## src/design/gha_ram.sv

```systemverilog
// Simple dual-port RAM, one write and one registered read port.
// A read of the address being written returns the new data. No dependencies.
module gha_ram #(
  parameter int unsigned Width = 8,
  parameter int unsigned Depth = 16,
  localparam int unsigned AW   = (Depth > 1) ? $clog2(Depth) : 1
) (
  input  logic             clk_i,
  input  logic             we_i,
  input  logic [AW-1:0]    waddr_i,
  input  logic [Width-1:0] wdata_i,
  input  logic             re_i,
  input  logic [AW-1:0]    raddr_i,
  output logic [Width-1:0] rdata_o
);

  logic [Width-1:0] mem [Depth];
  logic [Width-1:0] rdata_q;

  always_ff @(posedge clk_i) begin
    if (we_i) begin
      mem[waddr_i] <= wdata_i;
    end
  end

  always_ff @(posedge clk_i) begin
    if (re_i) begin
      rdata_q <= (we_i && (waddr_i == raddr_i)) ? wdata_i : mem[raddr_i];
    end
  end

  assign rdata_o = rdata_q;

endmodule

```

## config.mk

```make
export PLATFORM = sky130hd
export DESIGN_NAME = gha_ram
export DESIGN_NICKNAME = d
export VERILOG_FILES = /design/src/design/gha_ram.sv
export SDC_FILE = /design/constraint.sdc
export NUM_CORES = 1
export LEC_CHECK = 0
export BUFFER_PORTS_ARGS = -buffer_cell sky130_fd_sc_hd__buf_2
export CAP_MARGIN = 10
export CORE_ASPECT_RATIO = 0.8
export CORE_MARGIN = 2
export CORE_UTILIZATION = 60
export DETAILED_ROUTE_END_ITERATION = 10
export HOLD_SLACK_MARGIN = 0.06
export PLACE_DENSITY = 0.78
export SETUP_SLACK_MARGIN = 0.02
export SYNTH_ARGS = -nofsm -noshare
export SYNTH_HDL_FRONTEND = slang
export SYNTH_SLANG_ARGS = --single-unit
```

## constraint.sdc

```tcl
create_clock -name clk_i -period 2.37 [get_ports clk_i]
set_input_delay 0.474 -clock clk_i [delete_from_list [all_inputs] [get_ports clk_i]]
set_output_delay 0.474 -clock clk_i [all_outputs]
set_load 0.02 [all_outputs]
```

==> metrics.yaml, run 1 <==
outcome: "finished clean"
syn2layout_area_growth_pct: 18.9
start_util: 0.612
synth_cells: 242
rsz0062_at_grt: "false"
fillerInstances: 497
cts_sinks: 136
clk_pin_slew_worst_paths_ns: 0.06
p_int_mw: 4.61
pre_cts_slack_ns: 0.0874
most-common-layout-cells: "edfxtp_1 (136), buf_2 (26), mux2i_1 (24), buf_4 (24), mux4_1 (23)"
avgSynthCellArea_um2: 22.6
p_sw_mw: 1.12
die-height_um: 89.5
worstPathRequired_ns: 2.52
worstSetupPathDepth: 6
hold_class: "input port to flip-flop"
worstSkewPairLatency_ns: 0.40
finClkSkew_ns: 0.00823
worstMarginPinSlew_ns: 0.534
cts_made_buffers: 17
cts_root_buf: "clkbuf_16"
num_rows: 31
path_delay_family: "multiplexers"
p_per_area_nw_per_um2: 879
rr_worst_depth: 4
port_buffers: 26
gr-usage-met1: 0.335
cts_setup_buffers: 0
pin_count: 27
timing.rr.end: "rdata_o[5]"
mostFrequentLayoutCell: "edfxtp_1"
wl_per_cell_um: 25.1
die_w_um: 111
track_usage: 0.235
path_cells: "buf_2, buf_12, mux4_1, mux2i_1, mux2i_1, mux2_2"
report.final.slew_viol_count: 0
tns_ns: 0
critical_path.max_fanout: 16
fin_crit_ns: 1.89
reg2reg_slack_ns: 0.56
timing.rr.start: "mem[5][5]"
ctsHoldBuffers: 0
fin_ws_ns: 0.479
grtUsageMet3: 0.0685
finalCritPeriodShare: 0.798
critPathLaunch: "raddr_i[0]"
cts_tree: "built"
seq_power_share: 0.477
whs_ns: 0.448
synth_seq_cells: 136
cp-start-kind: "input port"
drive_above_1_share: 0.316
fmax_ghz: 0.529
first_iter_violations: 211
whs_path_depth: 1
arrival_ns: 2.04
leakagePower_nw: 2.31
ys_warn_count: 0
antenna_found_initial: 1
vias: 2597
worstSetupEndpointType: "flip-flop"
dieArea_um2: 9920
remaining_drc_errors: 0
clockPowerShare: 0.467
grt_pass1_vias: 2542
min_to: "rdata_o[0]"
cts_resized: 0
path_class: "input port to flip-flop"
p_comb_frac: 0.056
synth.net_count: 261
insertedDiodeCount: 0
hold_viol: 0
grt_pass1_wl_mm: 15.8
slowest_stage: "mux4_1"
seq_area_frac_synth: 0.745
finalPower_mw: 5.73
critical_path.max_stage_delay_ns: 0.58
ant_nets: 0
met2_usage: 0.364
num-nets-final: 320
sw_frac_of_total: 0.195
fin_util: 0.727
grt_max_degree: 22
grt-ovfl-total: 0
gp_congestion: 0.794
hpwl_mm: 6.87
cts_buffer_depth: 2
htree_levels: 4
slew_headroom: 0.643
drt_wl_total_mm: 10.7
setup-violations-final: 0
core_um2: 8960
syn_area_um2: 5480
peakVddDrop_v: 0.000543
max-cap-violations: 0
top_usage_layer: "met2"
viasPerCell: 6.07
hp-start: "re_i"
synth_cell_types: 19
firstDrtPassIters: 4
path_common_cell: "mux2i_1"
critPathBufInv: 2
-- logic make-up after synthesis --
family | after synthesis | share of synthesized area
flip-flops | 136 | 0.745
multiplexers | 64 | 0.208
AND/OR/NAND/NOR | 25 | 0.0247
buffers and inverters | 13 | 0.0162
XOR/XNOR | 4 | 0.00639
-- worst max path at each step --
stage,end
CTS,rdata_o[2]
floorplan,rdata_o[1]
finish,rdata_o[5]
detailed placement,rdata_o[5]
global placement,rdata_o[2]
global route,rdata_o[2]
-- metrics by stage --
stage               area [um2]  std cells
finish                    6510        428
global route              6510        428
CTS                       6510        428
detailed placement        5910        397
global placement          5910        397
floorplan                 5480        242
-- state kept, by name (all words and copies together), names as in the netlist --
name and flops:
mem 128, rdata_o 8
-- synthesized netlist by cell type, drive strengths merged --
master / instances / share of area
buf: 8 / 0.013
clkbuf: 5 / 0.0034
edfxtp: 136 / 0.75
mux2: 8 / 0.016
mux2i: 24 / 0.044
mux4: 32 / 0.15
nand2: 2 / 0.0014
nand2b: 2 / 0.0023
nand3: 1 / 0.00091
nand3b: 2 / 0.0027
nor2: 12 / 0.0082
nor3: 4 / 0.0037
nor4: 1 / 0.0039
or3b: 1 / 0.0016
xnor2: 1 / 0.0016
xor2: 3 / 0.0048
-- per-layer routing --
layer | vias up | wire [um]
met1 | 1349 | 4520
met3 | 6 | 867
li1 | 1146 | -
met2 | 94 | 5290
met4 | 2 | 50
met5 | - | 13
-- area by class of cell --
| cell class | count | area (um2) | share of cell area |
|---|---|---|---|
| Sequential cell | 136 | 4080 | 0.627 |
| Multi-Input combinational cell | 93 | 1310 | 0.201 |
| Clock buffer | 19 | 433 | 0.0665 |
| Timing Repair Buffer | 53 | 370 | 0.0569 |
| Clock inverter | 12 | 175 | 0.0269 |
| Tap cell | 115 | 144 | 0.0221 |
-- power by group through the flow --
| stage | Sequential [mW] | Combinational, mW | Clock, mW |
|---|---|---|---|
| 3_3_place_gp | 2.78 | 0.311 | 0 |
| 3_5_place_dp | 2.78 | 0.320 | 0 |
| 5_1_grt | 2.73 | 0.343 | 2.82 |
| 2_1_floorplan | 2.79 | 0.177 | 0 |
| 6_report | 2.73 | 0.321 | 2.68 |
| 4_1_cts | 2.73 | 0.325 | 2.72 |
Note: power is estimated with default switching activity, not from simulation.
==> inputs of run 2 (changes only) <==
==> constraint.sdc (replaced) <==
create_clock -name clk_i -period 1.83 [get_ports clk_i]
set_input_delay 0.366 -clock clk_i [delete_from_list [all_inputs] [get_ports clk_i]]
set_output_delay 0.366 -clock clk_i [all_outputs]
set_load 0.02 [all_outputs]
==> run 2 against run 1 <==
Critical path depth did not move. Critical endpoint is now rdata_o[6]. Largest power group unchanged. Register-to-register slack worse by 0.44 ns. Largest cell class unchanged. Flip-flop and latch count is the same. Clock power grew 23%.
==> metrics.yaml, run 2 (synthesis gave the netlist of run 1 again) <==
fin_ws_ns: 0.0979  # was 0.479 ns
worstSetupEndpointType: "flip-flop"  # unchanged
port_buffers: 26  # unchanged
outcome: "finished clean"  # unchanged
p_int_mw: 5.71  # was 4.61 mW
cts_root_buf: "clkbuf_16"  # unchanged
arrival_ns: 1.91  # was 2.04 ns
remaining_drc_errors: 0  # unchanged
cts_buffer_depth: 2  # unchanged
ctsHoldBuffers: 0  # unchanged
grt_pass1_wl_mm: 15.9  # was 15.8 mm
finalCritPeriodShare: 0.947
cts_tree: "built"  # unchanged
path_class: "input port to flip-flop"  # unchanged
clk_pin_slew_worst_paths_ns: 0.06  # about the same
htree_levels: 4  # unchanged
p_sw_mw: 1.56  # was 1.12 mW
p_per_area_nw_per_um2: 1110  # was 879 nW/um2
viasPerCell: 6.08  # was 6.07
drive_above_1_share: 0.382  # was 0.316
report.final.slew_viol_count: 0  # unchanged
fin_crit_ns: 1.73
first_iter_violations: 201  # was 211
layout.cells.non_filler: 437  # was 428
largest_register_ffs: 128  # unchanged
pin_count: 27  # unchanged
largest-register: "mem"  # unchanged
core_um2: 8960  # unchanged
insertedDiodeCount: 0  # unchanged
cts_resized: 0  # unchanged
cts_made_buffers: 17  # unchanged
dp_cells: 405  # was 397
cp-start-kind: "input port"  # unchanged
most-common-layout-cells: "edfxtp_1 (136), buf_4 (31), buf_2 (25), mux2i_1 (24), mux4_2 (20)"  # was edfxtp_1 (136), buf_2 (26), mux2i_1 (24), buf_4 (24), mux4_1 (23)
seq_power_share: 0.486  # was 0.477
drt_wl_total_mm: 10.6  # was 10.7 mm
hold_class: "input port to flip-flop"  # unchanged
worstMarginPinSlew_ns: 0.363  # was 0.534 ns
grt_pass1_vias: 2720  # was 2542
fin_util: 0.729  # was 0.727
met3_length_um: 643  # was 867 um
wl_per_cell_um: 24.3  # was 25.1 um
worstPathRequired_ns: 2.00  # was 2.52 ns
fmax_ghz: 0.577
hpwl_mm: 6.89  # was 6.87 mm
sw_frac_of_total: 0.215  # was 0.195
die_w_um: 111  # unchanged
antenna_found_initial: 0  # was 1
slew_headroom: 0.758  # was 0.643
hold_viol: 0  # unchanged
clockPowerShare: 0.454  # was 0.467
pre_cts_slack_ns: -0.395  # was 0.0874 ns
grt_max_degree: 18  # was 22
whs_path_depth: 1  # unchanged
vias: 2658  # was 2597
firstDrtPassIters: 4  # unchanged
gp_congestion: 0.812  # was 0.794
tns_ns: 0  # unchanged
num-nets-final: 328  # was 320
setup-violations-final: 0  # unchanged
die-height_um: 89.5  # unchanged
cts_sinks: 136  # unchanged
peakVddDrop_v: 0.000918  # was 0.000543 V
syn2layout_area_growth_pct: 19.1  # was 18.9%
rr_worst_depth: 4  # unchanged
rsz0062_at_grt: "false"  # unchanged
track_usage: 0.235  # about the same
max-cap-violations: 0  # unchanged
num_rows: 31  # unchanged
p_comb_frac: 0.060  # was 0.056
start_util: 0.612  # unchanged
cts_setup_buffers: 0  # unchanged
routed.top_layer: "met4"  # was met5
finalPower_mw: 7.28  # was 5.73 mW
m1WireLength_mm: 4.73  # was 4.52 mm
critical_path.max_fanout: 11  # was 16
finClkSkew_ns: 0.00663  # was 0.00823 ns
worstSkewPairLatency_ns: 0.42  # was 0.40 ns
mostFrequentLayoutCell: "edfxtp_1"  # unchanged
met2WireLength_mm: 5.16  # was 5.29 mm
ant_nets: 0  # unchanged
grt-ovfl-total: 0  # unchanged
leakagePower_nw: 2.28  # was 2.31 nW
dieArea_um2: 9920  # unchanged
-- run 2: cell types whose count changed in the layout (fill, tap and decap cells not counted), moves of 2 or more --
cell | before | now
mux4_1 | 23 | 12
clkbuf_1 | 2 | 0
clkinvlp_4 | 1 | 5
clkinv_4 | 2 | 4
mux4_2 | 9 | 20
bufinv_16 | 4 | 2
buf_4 | 24 | 31
-- run 2: worst max-delay path, stage by stage --
cell and delay [ns]:
clkbuf_4 0.20, buf_12 0.17, mux4_1 0.58, mux2i_1 0.21, mux2i_1 0.10, mux2_2 0.26
-- run 2: path summary, 6_finish.rpt --
path / start / end / slack, ns
setup / recovery: raddr_i[0] / rdata_o[6] / 0.1
hold / removal: re_i / rdata_o[5] / 0.32
setup reg to reg: mem[7][6] / rdata_o[6] / 0.12
hold reg to reg: mem[14][5] / rdata_o[5] / 0.97
-- run 2: metrics by stage --
stage	cell area (um2)	hold WS, ns
4_1_cts	6530	0.298
6_report	6530	0.319
3_3_place_gp	5950	0.732
5_1_grt	6530	0.308
3_5_place_dp	5950	0.742
2_1_floorplan	5490	0.465
-- run 2: layout make-up --
| type | count | area, um2 |
|---|---|---|
| timing repair buffer | 61 | 445 |
| clock buffer | 17 | 425 |
| sequential | 136 | 4080 |
| tap | 115 | 144 |
| fill | 508 | 2430 |
| multi-input combinational | 93 | 1270 |
| clock inverter | 15 | 155 |
-- run 2: per-layer routing --
layer  vias up  global-route usage
li1       1155                   -
met1      1403               0.324
met2        91               0.363
met3         9              0.0569
met4         0               0.117
met5         -                   0
-- run 2: power groups by stage --
| stage | clock, mW | sequential, mW | combinational, mW |
|---|---|---|---|
| finish | 3.30 | 3.53 | 0.439 |
| detailed placement | 0 | 3.60 | 0.438 |
| CTS | 3.35 | 3.53 | 0.442 |
| global placement | 0 | 3.60 | 0.426 |
| global route | 3.47 | 3.54 | 0.465 |
| floorplan | 0 | 3.61 | 0.247 |
